--- config.mk ---
export PLATFORM = sky130hd
export DESIGN_NAME = websocket_frame_deframer_core
export DESIGN_NICKNAME = d
export VERILOG_FILES = /design/src/rtl/wsdf_pkg.sv /design/src/rtl/websocket_frame_deframer_core.sv /design/src/rtl/wsdf_front.sv /design/src/rtl/wsdf_fifo.sv /design/src/rtl/wsdf_back.sv
export VERILOG_INCLUDE_DIRS = /design/src /design/src/rtl
export SDC_FILE = /design/constraint.sdc
export NUM_CORES = 1
export LEC_CHECK = 0
export ABC_AREA = 0
export BUFFER_PORTS_ARGS = -buffer_cell sky130_fd_sc_hd__buf_2
export CAP_MARGIN = 20
export CORE_AREA = 8 8 222 224
export DETAILED_ROUTE_END_ITERATION = 12
export DIE_AREA = 0 0 230 232
export PLACE_DENSITY = 0.48
export SETUP_SLACK_MARGIN = 0.5
export SLEW_MARGIN = 10
export SYNTH_ARGS = -nofsm -noshare
export SYNTH_HDL_FRONTEND = slang
export SYNTH_HIERARCHICAL = 1
export SYNTH_SLANG_ARGS = --single-unit
--- constraint.sdc ---
create_clock -name clock -period 7.59 [get_ports clock]
set_clock_uncertainty 0.15 [all_clocks]
set_input_delay 1.518 -clock clock [delete_from_list [all_inputs] [get_ports clock]]
set_output_delay 1.518 -clock clock [all_outputs]
set_load 0.02 [all_outputs]
--- src/rtl/websocket_frame_deframer_core_defines.svh ---
// Assertion macros shared by the deframer RTL files.
// Depends on nothing; the asserting modules must have ports named clock and reset.
`ifndef WEBSOCKET_FRAME_DEFRAMER_CORE_DEFINES_SVH
`define WEBSOCKET_FRAME_DEFRAMER_CORE_DEFINES_SVH

`ifndef SYNTHESIS
// Checked only outside reset.
`define WSDF_ASSERT(label, prop, msg) \
   label: assert property (@(posedge clock) disable iff (reset) prop) else $error(msg);
// Checked at every edge, reset included.
`define WSDF_ASSERT_ALWAYS(label, prop, msg) \
   label: assert property (@(posedge clock) prop) else $error(msg);
`else
`define WSDF_ASSERT(label, prop, msg)
`define WSDF_ASSERT_ALWAYS(label, prop, msg)
`endif

`endif

--- src/rtl/wsdf_pkg.sv ---
// Shared types, widths and codes of the WebSocket frame deframer.
// Depends on nothing; used by every RTL module of the block.
package wsdf_pkg;

   localparam int BYTE_W     = 8;
   localparam int LEN_W      = 31;
   localparam int OPC_W      = 4;
   localparam int RSV_W      = 3;
   localparam int ERR_W      = 2;
   localparam int CSR_IDX_W  = 1;
   localparam int CSR_DATA_W = 31;
   localparam int KEY_BYTES  = 4;
   localparam int KEY_IDX_W  = 2;
   localparam int BCNT_W     = 3;
   localparam int Q_DEPTH    = 2;
   localparam int Q_PTR_W    = $clog2(Q_DEPTH);
   localparam int Q_CNT_W    = $clog2(Q_DEPTH + 1);

   // Register indexes of the configuration port.
   localparam logic [CSR_IDX_W-1:0] CSR_MAX_PAYLOAD   = 1'b0;
   localparam logic [CSR_IDX_W-1:0] CSR_EXPECT_MASKED = 1'b1;

   localparam logic [LEN_W-1:0] MAX_PAYLOAD_RST   = 31'd65536;
   localparam logic             EXPECT_MASKED_RST = 1'b1;

   typedef logic [ERR_W-1:0] err_type;
   localparam err_type ERR_NONE   = 2'd0;
   localparam err_type ERR_MASK   = 2'd1;
   localparam err_type ERR_LONG   = 2'd2;
   localparam err_type ERR_OPCODE = 2'd3;

   localparam logic [OPC_W-1:0] OPC_CONT   = 4'd0;
   localparam logic [OPC_W-1:0] OPC_TEXT   = 4'd1;
   localparam logic [OPC_W-1:0] OPC_BINARY = 4'd2;
   localparam logic [OPC_W-1:0] OPC_CLOSE  = 4'd8;
   localparam logic [OPC_W-1:0] OPC_PING   = 4'd9;
   localparam logic [OPC_W-1:0] OPC_PONG   = 4'd10;

   // Seven-bit length codes that announce an extended length field.
   localparam logic [6:0] LEN7_EXT16 = 7'd126;
   localparam logic [6:0] LEN7_EXT64 = 7'd127;
   localparam logic [BCNT_W-1:0] LEN16_LAST = 3'd1;
   localparam logic [BCNT_W-1:0] LEN64_LAST = 3'd7;

   typedef enum logic [6:0] {
      PH_FIRST   = 7'b0000001,
      PH_SECOND  = 7'b0000010,
      PH_LEN16   = 7'b0000100,
      PH_LEN64   = 7'b0001000,
      PH_KEY     = 7'b0010000,
      PH_PAYLOAD = 7'b0100000,
      PH_HALT    = 7'b1000000
   } phase_type;

   // One classified request on its way from the parser to the output stage.
   typedef struct packed {
      logic [BYTE_W-1:0] byte_val;
      logic [BYTE_W-1:0] key;
      logic              masked;
      logic              data_valid;
      logic              frame_end;
      logic [OPC_W-1:0]  opcode;
      logic              fin;
      logic [RSV_W-1:0]  rsv;
      err_type           error_code;
   } item_type;

   function automatic logic opcode_ok(input logic [OPC_W-1:0] opc);
      return (opc == OPC_CONT) || (opc == OPC_TEXT) || (opc == OPC_BINARY) ||
             (opc == OPC_CLOSE) || (opc == OPC_PING) || (opc == OPC_PONG);
   endfunction

endpackage

--- src/rtl/websocket_frame_deframer_core.sv ---
// Top level of the WebSocket frame deframer: configuration registers and the three stages.
// Depends on wsdf_pkg, wsdf_front, wsdf_fifo, wsdf_back.
//
//   channel  direction  handshake            payload
//   req      in         req_valid/req_stall  req_byte_in
//   rsp      out        rsp_valid/rsp_stall  data, flags, opcode, fin, rsv, error_code
//   csr      in         csr_write            csr_index, csr_wdata
//
// One request is taken every cycle while the two-entry queue has room; the parser
// classifies it combinationally, and each result that it produces takes a queue slot
// and then the output register.
// Synchronous active-high reset returns the parser to the first header byte and
// empties the queue; it also restores the two configuration registers.
// A stalled result holds in the output register while the queue keeps filling.
module websocket_frame_deframer_core (
   input  logic                              clock,
   input  logic                              reset,
   input  logic                              req_valid,
   output logic                              req_stall,
   input  logic [wsdf_pkg::BYTE_W-1:0]       req_byte_in,
   output logic                              rsp_valid,
   input  logic                              rsp_stall,
   output logic [wsdf_pkg::BYTE_W-1:0]       rsp_data,
   output logic                              rsp_data_valid,
   output logic                              rsp_frame_end,
   output logic [wsdf_pkg::OPC_W-1:0]        rsp_opcode,
   output logic                              rsp_fin,
   output logic [wsdf_pkg::RSV_W-1:0]        rsp_rsv,
   output logic [wsdf_pkg::ERR_W-1:0]        rsp_error_code,
   input  logic                              csr_write,
   input  logic [wsdf_pkg::CSR_IDX_W-1:0]    csr_index,
   input  logic [wsdf_pkg::CSR_DATA_W-1:0]   csr_wdata
);
   import wsdf_pkg::*;

   logic [LEN_W-1:0]  max_payload_ff, max_payload_in;
   logic              expect_masked_ff, expect_masked_in;
   logic              q_push;
   logic              q_pop;
   logic              q_full;
   logic              q_empty;
   item_type          push_item;
   item_type          pop_item;

   always_comb begin
      max_payload_in   = max_payload_ff;
      expect_masked_in = expect_masked_ff;
      if (csr_write) begin
         unique case (csr_index)
            CSR_MAX_PAYLOAD:   max_payload_in   = csr_wdata[LEN_W-1:0];
            CSR_EXPECT_MASKED: expect_masked_in = csr_wdata[0];
            default: ;
         endcase
      end
   end

   always_ff @(posedge clock) begin
      if (reset) begin
         max_payload_ff   <= MAX_PAYLOAD_RST;
         expect_masked_ff <= EXPECT_MASKED_RST;
      end else begin
         max_payload_ff   <= max_payload_in;
         expect_masked_ff <= expect_masked_in;
      end
   end

   assign req_stall = q_full;

   wsdf_front u_front (
      .clock         (clock),
      .reset         (reset),
      .req_valid     (req_valid),
      .req_byte_in   (req_byte_in),
      .q_full        (q_full),
      .max_payload   (max_payload_ff),
      .expect_masked (expect_masked_ff),
      .q_push        (q_push),
      .q_item        (push_item)
   );

   wsdf_fifo u_fifo (
      .clock     (clock),
      .reset     (reset),
      .push      (q_push),
      .push_item (push_item),
      .pop       (q_pop),
      .pop_item  (pop_item),
      .full      (q_full),
      .empty     (q_empty)
   );

   wsdf_back u_back (
      .clock          (clock),
      .reset          (reset),
      .q_empty        (q_empty),
      .q_item         (pop_item),
      .q_pop          (q_pop),
      .rsp_valid      (rsp_valid),
      .rsp_stall      (rsp_stall),
      .rsp_data       (rsp_data),
      .rsp_data_valid (rsp_data_valid),
      .rsp_frame_end  (rsp_frame_end),
      .rsp_opcode     (rsp_opcode),
      .rsp_fin        (rsp_fin),
      .rsp_rsv        (rsp_rsv),
      .rsp_error_code (rsp_error_code)
   );

endmodule

--- src/rtl/wsdf_front.sv ---
// Header parser: walks the frame header, holds length and mask key, classifies bytes.
// Depends on wsdf_pkg and the assertion macro header.
`include "websocket_frame_deframer_core_defines.svh"

module wsdf_front (
   input  logic                          clock,
   input  logic                          reset,
   input  logic                          req_valid,
   input  logic [wsdf_pkg::BYTE_W-1:0]   req_byte_in,
   input  logic                          q_full,
   input  logic [wsdf_pkg::LEN_W-1:0]    max_payload,
   input  logic                          expect_masked,
   output logic                          q_push,
   output wsdf_pkg::item_type            q_item
);
   import wsdf_pkg::*;

   phase_type             phase_ff, phase_in;
   logic                  fin_ff, fin_in;
   logic [RSV_W-1:0]      rsv_ff, rsv_in;
   logic [OPC_W-1:0]      opc_ff, opc_in;
   logic                  mask_ff, mask_in;
   logic [LEN_W-1:0]      rem_ff, rem_in;
   logic                  ovf_ff, ovf_in;
   logic [BCNT_W-1:0]     bcnt_ff, bcnt_in;
   logic [KEY_IDX_W-1:0]  kidx_ff, kidx_in;
   logic [BYTE_W-1:0]     key_ff [KEY_BYTES];
   logic                  key_we;
   logic                  accept;

   assign accept = req_valid && !q_full;

   always_comb begin : front_next
      logic                 len_done;
      logic                 len_ovf;
      logic [LEN_W-1:0]     len_val;
      logic                 pay_start;
      logic [LEN_W-1:0]     pay_len;
      logic                 last;

      phase_in  = phase_ff;
      fin_in    = fin_ff;
      rsv_in    = rsv_ff;
      opc_in    = opc_ff;
      mask_in   = mask_ff;
      rem_in    = rem_ff;
      ovf_in    = ovf_ff;
      bcnt_in   = bcnt_ff;
      kidx_in   = kidx_ff;
      key_we    = 1'b0;
      len_done  = 1'b0;
      len_ovf   = 1'b0;
      len_val   = '0;
      pay_start = 1'b0;
      pay_len   = rem_ff;
      last      = 1'b0;
      q_push    = 1'b0;

      q_item.byte_val   = req_byte_in;
      q_item.key        = key_ff[kidx_ff];
      q_item.masked     = mask_ff;
      q_item.data_valid = 1'b0;
      q_item.frame_end  = 1'b0;
      q_item.opcode     = opc_ff;
      q_item.fin        = fin_ff;
      q_item.rsv        = rsv_ff;
      q_item.error_code = ERR_NONE;

      if (accept) begin
         unique case (phase_ff)
            PH_FIRST: begin
               fin_in   = req_byte_in[7];
               rsv_in   = req_byte_in[6:4];
               opc_in   = req_byte_in[3:0];
               rem_in   = '0;
               ovf_in   = 1'b0;
               phase_in = PH_SECOND;
            end
            PH_SECOND: begin
               mask_in = req_byte_in[7];
               bcnt_in = '0;
               rem_in  = '0;
               ovf_in  = 1'b0;
               if (req_byte_in[7] != expect_masked) begin
                  phase_in          = PH_HALT;
                  q_push            = 1'b1;
                  q_item.error_code = ERR_MASK;
               end else if (req_byte_in[6:0] == LEN7_EXT16) begin
                  phase_in = PH_LEN16;
               end else if (req_byte_in[6:0] == LEN7_EXT64) begin
                  phase_in = PH_LEN64;
               end else begin
                  len_done = 1'b1;
                  len_val  = LEN_W'(req_byte_in[6:0]);
               end
            end
            PH_LEN16, PH_LEN64: begin
               // Only 31 bits are kept; anything shifted past them marks the length as too long.
               len_val = {rem_ff[LEN_W-BYTE_W-1:0], req_byte_in};
               len_ovf = ovf_ff || (|rem_ff[LEN_W-1:LEN_W-BYTE_W]);
               rem_in  = len_val;
               ovf_in  = len_ovf;
               if (bcnt_ff == ((phase_ff == PH_LEN16) ? LEN16_LAST : LEN64_LAST)) begin
                  bcnt_in  = '0;
                  len_done = 1'b1;
               end else begin
                  bcnt_in = bcnt_ff + BCNT_W'(1);
               end
            end
            PH_KEY: begin
               key_we = 1'b1;
               if (bcnt_ff[KEY_IDX_W-1:0] == KEY_IDX_W'(KEY_BYTES - 1)) begin
                  bcnt_in   = '0;
                  pay_start = 1'b1;
                  pay_len   = rem_ff;
               end else begin
                  bcnt_in = bcnt_ff + BCNT_W'(1);
               end
            end
            PH_PAYLOAD: begin
               rem_in  = rem_ff - LEN_W'(1);
               kidx_in = kidx_ff + KEY_IDX_W'(1);
               last    = (rem_ff == LEN_W'(1));
               if (opcode_ok(opc_ff)) begin
                  q_push            = 1'b1;
                  q_item.data_valid = 1'b1;
                  q_item.frame_end  = last;
                  if (last) begin
                     phase_in = PH_FIRST;
                  end
               end else if (last) begin
                  // Dropped frame of an unsupported opcode: report it once at its end.
                  phase_in          = PH_HALT;
                  q_push            = 1'b1;
                  q_item.frame_end  = 1'b1;
                  q_item.error_code = ERR_OPCODE;
               end
            end
            PH_HALT: begin
               phase_in = PH_HALT;
            end
            default: begin
               phase_in = PH_HALT;
            end
         endcase

         if (len_done) begin
            rem_in = len_val;
            ovf_in = len_ovf;
            if (len_ovf || (len_val > max_payload)) begin
               phase_in          = PH_HALT;
               q_push            = 1'b1;
               q_item.error_code = ERR_LONG;
            end else if (mask_in) begin
               phase_in = PH_KEY;
               bcnt_in  = '0;
            end else begin
               pay_start = 1'b1;
               pay_len   = len_val;
            end
         end

         if (pay_start) begin
            kidx_in = '0;
            if (pay_len != '0) begin
               phase_in = PH_PAYLOAD;
            end else begin
               // Empty frame: the header's last byte closes it.
               q_push           = 1'b1;
               q_item.frame_end = 1'b1;
               if (opcode_ok(opc_ff)) begin
                  phase_in = PH_FIRST;
               end else begin
                  phase_in          = PH_HALT;
                  q_item.error_code = ERR_OPCODE;
               end
            end
         end
      end
   end

   always_ff @(posedge clock) begin
      if (reset) begin
         phase_ff <= PH_FIRST;
         fin_ff   <= 1'b0;
         rsv_ff   <= '0;
         opc_ff   <= '0;
         mask_ff  <= 1'b0;
         rem_ff   <= '0;
         ovf_ff   <= 1'b0;
         bcnt_ff  <= '0;
         kidx_ff  <= '0;
      end else begin
         phase_ff <= phase_in;
         fin_ff   <= fin_in;
         rsv_ff   <= rsv_in;
         opc_ff   <= opc_in;
         mask_ff  <= mask_in;
         rem_ff   <= rem_in;
         ovf_ff   <= ovf_in;
         bcnt_ff  <= bcnt_in;
         kidx_ff  <= kidx_in;
      end
   end

   always_ff @(posedge clock) begin
      if (key_we) begin
         key_ff[bcnt_ff[KEY_IDX_W-1:0]] <= req_byte_in;
      end
   end

   `WSDF_ASSERT(a_halt_sticky, (phase_ff == PH_HALT) |=> (phase_ff == PH_HALT), "halt left before reset")
   `WSDF_ASSERT(a_payload_len, (phase_ff == PH_PAYLOAD) |-> (rem_ff != '0), "payload phase with no bytes left")
   `WSDF_ASSERT(a_push_room, q_push |-> !q_full, "request pushed into a full queue")

endmodule

--- src/rtl/wsdf_fifo.sv ---
// Short queue of classified requests between the parser and the output stage.
// Depends on wsdf_pkg and the assertion macro header.
`include "websocket_frame_deframer_core_defines.svh"

module wsdf_fifo (
   input  logic                 clock,
   input  logic                 reset,
   input  logic                 push,
   input  wsdf_pkg::item_type   push_item,
   input  logic                 pop,
   output wsdf_pkg::item_type   pop_item,
   output logic                 full,
   output logic                 empty
);
   import wsdf_pkg::*;

   item_type              mem_ff [Q_DEPTH];
   logic [Q_PTR_W-1:0]    wptr_ff, wptr_in;
   logic [Q_PTR_W-1:0]    rptr_ff, rptr_in;
   logic [Q_CNT_W-1:0]    cnt_ff, cnt_in;

   assign full     = (cnt_ff == Q_CNT_W'(Q_DEPTH));
   assign empty    = (cnt_ff == '0);
   assign pop_item = mem_ff[rptr_ff];

   always_comb begin
      wptr_in = push ? wptr_ff + Q_PTR_W'(1) : wptr_ff;
      rptr_in = pop ? rptr_ff + Q_PTR_W'(1) : rptr_ff;
      cnt_in  = cnt_ff + Q_CNT_W'(push) - Q_CNT_W'(pop);
   end

   always_ff @(posedge clock) begin
      if (reset) begin
         wptr_ff <= '0;
         rptr_ff <= '0;
         cnt_ff  <= '0;
      end else begin
         wptr_ff <= wptr_in;
         rptr_ff <= rptr_in;
         cnt_ff  <= cnt_in;
      end
   end

   always_ff @(posedge clock) begin
      if (push) begin
         mem_ff[wptr_ff] <= push_item;
      end
   end

   `WSDF_ASSERT(a_no_underflow, pop |-> !empty, "pop from an empty queue")
   `WSDF_ASSERT(a_no_overflow, push |-> !full, "push into a full queue")
   `WSDF_ASSERT_ALWAYS(a_reset_empty, reset |=> (cnt_ff == '0), "queue not empty after reset")

endmodule

--- src/rtl/wsdf_back.sv ---
// Output stage: unmasks payload bytes and holds the result register under stall.
// Depends on wsdf_pkg and the assertion macro header.
`include "websocket_frame_deframer_core_defines.svh"

module wsdf_back (
   input  logic                          clock,
   input  logic                          reset,
   input  logic                          q_empty,
   input  wsdf_pkg::item_type            q_item,
   output logic                          q_pop,
   output logic                          rsp_valid,
   input  logic                          rsp_stall,
   output logic [wsdf_pkg::BYTE_W-1:0]   rsp_data,
   output logic                          rsp_data_valid,
   output logic                          rsp_frame_end,
   output logic [wsdf_pkg::OPC_W-1:0]    rsp_opcode,
   output logic                          rsp_fin,
   output logic [wsdf_pkg::RSV_W-1:0]    rsp_rsv,
   output logic [wsdf_pkg::ERR_W-1:0]    rsp_error_code
);
   import wsdf_pkg::*;

   logic                 valid_ff, valid_in;
   logic [BYTE_W-1:0]    data_ff, data_in;
   logic                 dvalid_ff;
   logic                 fend_ff;
   logic [OPC_W-1:0]     opc_ff;
   logic                 fin_ff;
   logic [RSV_W-1:0]     rsv_ff;
   err_type              err_ff;

   assign q_pop = !q_empty && (!valid_ff || !rsp_stall);

   always_comb begin
      if (!q_item.data_valid) begin
         data_in = '0;
      end else if (q_item.masked) begin
         data_in = q_item.byte_val ^ q_item.key;
      end else begin
         data_in = q_item.byte_val;
      end
      if (q_pop) begin
         valid_in = 1'b1;
      end else begin
         valid_in = valid_ff && rsp_stall;
      end
   end

   always_ff @(posedge clock) begin
      if (reset) begin
         valid_ff <= 1'b0;
      end else begin
         valid_ff <= valid_in;
      end
   end

   always_ff @(posedge clock) begin
      if (q_pop) begin
         data_ff   <= data_in;
         dvalid_ff <= q_item.data_valid;
         fend_ff   <= q_item.frame_end;
         opc_ff    <= q_item.opcode;
         fin_ff    <= q_item.fin;
         rsv_ff    <= q_item.rsv;
         err_ff    <= q_item.error_code;
      end
   end

   assign rsp_valid      = valid_ff;
   assign rsp_data       = data_ff;
   assign rsp_data_valid = dvalid_ff;
   assign rsp_frame_end  = fend_ff;
   assign rsp_opcode     = opc_ff;
   assign rsp_fin        = fin_ff;
   assign rsp_rsv        = rsv_ff;
   assign rsp_error_code = err_ff;

   `WSDF_ASSERT(a_zero_data, (valid_ff && !dvalid_ff) |-> (data_ff == '0), "data set on a non-data result")
   `WSDF_ASSERT(a_err_no_data, (valid_ff && (err_ff != ERR_NONE)) |-> !dvalid_ff, "error result carries data")
   `WSDF_ASSERT(a_hold_stall, (valid_ff && rsp_stall) |=> valid_ff, "stalled result dropped")

endmodule
### Word-level counts from Yosys, hierarchy flattened

Memories as Yosys holds them, arrays and structs flattened. A register that Yosys moved wholly into a read port is not among the register bits.
Cells that the tools add are included.

| word-level totals | value |
|---|---|
| register bits | 110 |
| latch bits | 0 |
| RAM bits | 90 |
| memory bits (read-only) | 0 |
| word-level logic and storage cells | 171 |
| memories kept | 2 |

| cells by class | value |
|---|---|
| $add $sub $neg | 7 |
| multipliers | 0 |
| divide/modulo/power cells | 0 |
| order comparisons | 1 |
| eq/ne operators | 18 |
| shifts and indexed selects | 0 |
| multiplexer cells | 88 |
| bitwise gates (word level) | 2 |
| reductions and logical operators | 31 |

Memory list:

| name | words | width | read ports | clocked after Yosys merged registers in | write ports | line | text |
|---|---|---|---|---|---|---|---|
| u_fifo.mem_ff | 2 | 29 | 1 | 1 | 1 | wsdf_fifo.sv:17 | `item_type mem_ff [Q_DEPTH];` |
| u_front.key_ff | 4 | 8 | 1 | 1 | 1 | wsdf_front.sv:27 | `logic [BYTE_W-1:0] key_ff [KEY_BYTES];` |

Operator list:

| cell | number |
|---|---|
| $mux 31 | 8 |
| $pmux 31 s3 | 1 |
| $mux 7 | 13 |
| $pmux 31 s2 | 1 |
| $mux 1 | 38 |
| $eq 31x1->1 const B | 1 |
| $gt 31x31->1 | 1 |
| $reduce_bool 31->1 | 1 |
| $sub 31x1->31 const B | 1 |
| $mux 2 | 14 |
| $pmux 7 s4 | 1 |
| $mux 3 | 6 |
| $eq 7x7->1 const B | 2 |
| $eq 4x4->1 const B | 3 |
| $reduce_and 2->1 | 6 |
| $pmux 3 s3 | 1 |
| $logic_or 1x1->1 | 8 |
| $mux 8 | 1 |
| $reduce_or 8->1 | 1 |
| $xor 8x8->8 | 1 |
| $eq 7x1->1 const B | 1 |
| $eq 7x2->1 const B | 1 |
| $eq 7x3->1 const B | 1 |
| $eq 7x4->1 const B | 1 |
| 24 further kinds | 34 |

### Logic depth before layout (Yosys ltp)

| logic depth | value |
|---|---|
| depth in word-level cells | 17 |
| mapped depth | 18 |
| mapped depth without buffers | 16 |

### Hierarchy

The synthesis kept the hierarchy.

Modules (own cells, without submodules):

| module | instances | cells each | area an instance (um2) | sequential area each (um2) |
|---|---|---|---|---|
| wsdf_front | 1 | 648 | 5580.4 | 2062.0 |
| wsdf_fifo | 1 | 111 | 2349.8 | 1841.8 |
| websocket_frame_deframer_core | 1 | 144 | 1624.1 | 640.6 |
| wsdf_back | 1 | 58 | 844.6 | 620.6 |

### Least setup slack after synthesis

OpenSTA, ideal clock, no wires.

| path | value |
|---|---|
| kind | input -> register |
| start | input req_byte_in[7] (netlist bit) |
| end | memory u_fifo/mem_ff[0][0] (netlist bit), enable pin |
| data arrival time | 5.648 ns |
| setup slack | 1.374 ns |
| stages on the path | 13 |
| cell sequence | xor2_1 > or3_4 > o21ai_0 > and2_1 > ha_1 > nand4_1 > nor2_1 > and3_1 > a21oi_1 > a21boi_0 > or2_2 > a41oi_1 > nor2b_1 |

| between the ends | value |
|---|---|
| longest elaborated chain between the ends | 15 |

RTL lines:

| what | line | text |
|---|---|---|
| from (decl) | websocket_frame_deframer_core.sv:20 | `input logic [wsdf_pkg::BYTE_W-1:0] req_byte_in,` |
| $ne 1x1->1 | wsdf_front.sv:84 | `if (req_byte_in[7] != expect_masked) begin` |
| $mux 31 | wsdf_front.sv:84 |  |
| $pmux 31 s2 | wsdf_front.sv:70 | `unique case (phase_ff)` |
| $mux 31 | wsdf_front.sv:69 | `if (accept) begin` |
| $gt 31x31->1 | wsdf_front.sv:150 | `if (len_ovf \|\| (len_val > max_payload)) begin` |
| $logic_or 1x1->1 | wsdf_front.sv:150 |  |
| $mux 31 | wsdf_front.sv:150 |  |
| $mux 31 | wsdf_front.sv:147 | `if (len_done) begin` |
| $mux 31 | wsdf_front.sv:69 |  |
| $reduce_bool 31->1 | wsdf_front.sv:165 | `if (pay_len != '0) begin` |
| $mux 1 | wsdf_front.sv:165 |  |
| $mux 1 * | wsdf_front.sv:163 | `if (pay_start) begin` |
| $mux 1 * | wsdf_front.sv:69 |  |
| named net q_push | websocket_frame_deframer_core.sv:38 | `logic q_push;` |
| $mux 1 * | wsdf_fifo.sv:45 | `if (push) begin` |
| $mux 1 (implied by the code) * | wsdf_fifo.sv:46 | `mem_ff[wptr_ff] <= push_item;` |
| to (decl) | wsdf_fifo.sv:17 |  |

Mark *: on every way through the listed nets, which the timed path passes. The rest lies on a longest branch. The select of a mux whose other input is x is not followed.

### Worst setup path after layout

| path | value |
|---|---|
| start | register u_front.phase_ff[0] |
| end | memory u_fifo/mem_ff[0][8] (netlist bit), enable pin |

| between the ends | value |
|---|---|
| longest elaborated chain between the ends | 15 |

RTL lines:

| what | line | text |
|---|---|---|
| from (decl) | wsdf_front.sv:18 | `phase_type phase_ff, phase_in;` |
| from (signal assigned) | wsdf_front.sv:194 | `phase_ff <= phase_in;` |
| $eq 7x4->1 / $eq 7x3->1 (equally long branches) | wsdf_front.sv:70, wsdf_front.sv:103 |  |
| $reduce_or 2->1 | wsdf_front.sv:70 |  |
| $pmux 31 s2 | wsdf_front.sv:70 |  |
| $mux 31 | wsdf_front.sv:69 |  |
| $gt 31x31->1 | wsdf_front.sv:150 |  |
| $logic_or 1x1->1 | wsdf_front.sv:150 |  |
| $mux 31 | wsdf_front.sv:150 |  |
| $mux 31 | wsdf_front.sv:147 |  |
| $mux 31 | wsdf_front.sv:69 |  |
| $reduce_bool 31->1 | wsdf_front.sv:165 |  |
| $mux 1 | wsdf_front.sv:165 |  |
| $mux 1 * | wsdf_front.sv:163 |  |
| $mux 1 * | wsdf_front.sv:69 |  |
| named net q_push | websocket_frame_deframer_core.sv:38 |  |
| $mux 1 * | wsdf_fifo.sv:45 |  |
| $mux 1 (implied by the code) * | wsdf_fifo.sv:46 |  |

Marked as above.

==> flow_summary.json <==
{
  "reg2reg_slack_ns": 1.94,
  "post-cts-setup-buffers": 0,
  "yosysWarnings": 6,
  "clockBufferDepth": 3,
  "fmax_mhz": 177,
  "setup_viol": 0,
  "p_leak_uw": 0.00431,
  "rows": 79,
  "area_growth_pct": 15.0,
  "io_pins": 67,
  "grt_pass1_wl_um": 41700,
  "layout_min_cycle_time_ns": 5.65,
  "initial_utilization_pct": 22.7,
  "min_path_type": "register to register",
  "dr_total_vias": 7315,
  "holdPathEnd": "u_fifo/mem_ff[0][5]",
  "cts_tree": "built",
  "cts_hold_buf": 0,
  "netlist_top_cells_area": "edfxtp_1 32%, dfxtp_1 18%, ha_1 4.8%",
  "worst-slew-pin-transition_ns": 1.02,
  "synth_top_cell_by_area": "edfxtp_1",
  "status": "complete, no violations",
  "syn_nets": 1046,
  "slew_headroom_pct": 31.6,
  "crit_path_end_kind": "register",
  "drt-initial-drc-count": 490,
  "max-vdd-ir-drop_mv": 0.174,
  "netlist-cell-type-count": 76,
  "holdPathStages": 0,
  "htreeDepth": 1,
  "place_congestion": 0.810,
  "ant_nets": 0,
  "ys_seq_elements": 203,
  "maxCapViolCount": 0,
  "synth_edf_count": 110,
  "report.final.slew_viol_count": 0,
  "r2r-start": "u_front/phase_ff[0]",
  "dieWidth_um": 230,
  "grt_start_max_net_pins": 76,
  "ys_seq_area_share_pct": 49.7,
  "syn_inst": 961,
  "total_power_uw": 3000,
  "cts_buffers": 23,
  "clockRootBuffer": "clkbuf_16",
  "post_drt_wl_per_cell_um": 16.0,
  "clk_pin_slew_ns": 0.06,
  "hp-start": "u_front/fin_ff",
  "routed_wl_um": 26000,
  "antenna_cells": 0,
  "crit_arrival_ns": 5.68,
  "timing.final.crit_share_pct": 74.5,
  "insertion_delay_ns": 0.53,
  "die_h_um": 232,
  "hpwl_um": 18200,
  "synth.avg_cell_area_um2": 10.8,
  "rsz0062_at_grt": "no",
  "synth_area_um2": 10400,
  "rr_worst_depth": 15,
  "drcViolationCount": 0,
  "grt_usage_pct": 9.60,
  "finalSetupTns_ns": 0,
  "core_area_um2": 45900,
  "viasPerCell": 4.50,
  "worstPathMaxFanout": 29,
  "cp.required_ns": 7.61,
  "critPathLaunchType": "register",
  "portBuffers": 66,
  "antenna_found_initial": 0,
  "die-area_um2": 53400,
  "p_per_area_nw_per_um2": 251,
  "final_nets": 1085,
  "drive_gt1_share_pct": 20.4,
  "gr-total-overflow": 0,
  "cts_sinks": 203,
  "timing.rr.end": "u_fifo/mem_ff[0][8]",
  "ys_async_sr_fraction_pct": 0,
  "synth_top_area_share_pct": 31.8,
  "finalHoldViolCount": 0,
  "setup.worst_path.class": "register to register",
  "cts_resized": 0,
  "grt_pass1_vias": 7416,
  "drtPass1Iterations": 4,
  "synthFlopType": "edfxtp_1"
}
[synth_stat cells (all sizes together), types with 4 or more instances]
| master | instances |
|---|---|
| nand3 | 9 |
| buf | 31 |
| o21ai | 83 |
| a21o | 12 |
| and3 | 8 |
| nand4bb | 30 |
| xnor2 | 4 |
| mux4 | 8 |
| a22oi | 14 |
| inv | 44 |
| nand2b | 37 |
| nor3 | 19 |
| or3 | 5 |
| mux2i | 13 |
| nor2b | 4 |
| nand4 | 11 |
| nor2 | 79 |
| mux2 | 29 |
| a21boi | 4 |
| a211oi | 7 |
| nand2 | 62 |
| ha | 40 |
| dfxtp | 93 |
| clkbuf | 32 |
| and2 | 30 |
| and4 | 4 |
| edfxtp | 110 |
| nor4 | 19 |
| a21oi | 59 |
| or2b | 6 |
| or4 | 7 |
[critical path, cell delays in order (launching register included)]
cell and delay [ns]:
dfxtp_1 0.41, or3_1 0.46, nor4_2 0.39, buf_4 0.34, and2_1 0.21, ha_1 0.17
nand4_1 0.19, nor4bb_1 0.69, a2111oi_0 0.15, buf_4 0.19, a21oi_1 0.31, a21boi_0 0.24
or2_2 0.37, a41oi_1 0.41, nor2b_2 0.22, buf_4 0.38
[logic make-up after synthesis]
group / count (synthesis) / synth area share (%)
flip-flops: 203 / 49.7
XOR/XNOR: 6 / 0.638
AND/OR/NAND/NOR: 345 / 19.5
multiplexers: 50 / 6.49
buffers and inverters: 109 / 5.58
adder cells (fa/ha/maj): 40 / 4.81
AO/OA/AOI/OAI: 208 / 13.3
[cell type report]
| type | instances | area [um2] |
|---|---|---|
| clock buffers | 33 | 643 |
| clock inverters | 9 | 116 |
| fillers | 4852 | 33900 |
| inverters | 44 | 165 |
| multi-input cells | 649 | 4670 |
| flip-flops and latches | 203 | 5160 |
| well taps | 607 | 759 |
| repair buffers | 79 | 430 |
[stage by stage]
step,utilization [%],cells,hold slack (ns),worst slack [ns],area [um2]
detailed placement,24.4,1582,0.301,1.44,11200
floorplan,-,961,0.275,1.37,10400
finish,26.1,1624,0.310,1.94,12000
global placement,24.4,1582,0.288,1.53,11200
CTS,26.1,1624,0.316,1.93,12000
global route,26.1,1624,0.330,1.54,12000
[worst max-delay path by stage]
stage	start	endpoint	slack (ns)	cells past startpoint
after floorplan	req_byte_in[7]	u_fifo/mem_ff[0][0]	1.37	13
after global placement	req_byte_in[7]	u_fifo/mem_ff[0][26]	1.53	15
after detailed placement	req_byte_in[7]	u_fifo/mem_ff[0][3]	1.44	15
after CTS	u_front/phase_ff[0]	u_fifo/mem_ff[0][11]	1.93	15
after global routing	u_front/phase_ff[0]	u_fifo/mem_ff[0][14]	1.54	15
final	u_front/phase_ff[0]	u_fifo/mem_ff[0][8]	1.94	15
[cells in the final DEF (no fill, tap or decap), types with 4 or more instances in the layout]
cell / count
a21oi_1: 58
or4_1: 4
xnor2_1: 4
ha_1: 40
nand2b_1: 37
dfxtp_1: 93
and2_1: 30
mux4_2: 8
inv_1: 44
or2b_1: 6
nand2_1: 61
buf_4: 14
a21o_1: 12
nor3_1: 17
a211oi_1: 7
nor2_1: 79
nand4_1: 11
a22oi_1: 14
edfxtp_1: 110
mux2_2: 19
and3_1: 8
o21ai_2: 32
nand3_1: 9
or3_1: 4
buf_2: 65
clkbuf_1: 7
mux2_4: 10
and4_1: 4
o21ai_0: 50
nor4_1: 17
mux2i_1: 13
clkbuf_16: 23
nand4bb_1: 30
[report_power, final]
| part | leakage [uW] | total (uW) | switching, uW | internal, uW |
|---|---|---|---|---|
| clock network | 0.000368 | 1110 | 451 | 663 |
| logic | 0.00217 | 585 | 374 | 212 |
| registers | 0.00177 | 1300 | 42.0 | 1260 |
| total | 0.00431 | 3000 | 867 | 2130 |
[flip-flops by register name, summed over array words and instances, names as in the netlist, 4 cells and up, named ones only]
register,flops
max_payload_ff,31
u_back/rsp_data,8
u_back/rsp_opcode,4
u_fifo/mem_ff,58
u_front/key_ff,32
u_front/opc_ff,4
u_front/phase_ff,7
u_front/rem_ff,31
[routing by layer]
metal	GRT usage [%]	share of wire, %	vias to the layer above
met5	0	0	-
met4	2.30	1.6	0
met3	1.82	5.1	27
met2	16.1	47	153
met1	12.6	46	3539
li1	-	-	3596
No activity file was read; power rests on OpenSTA's default activity.
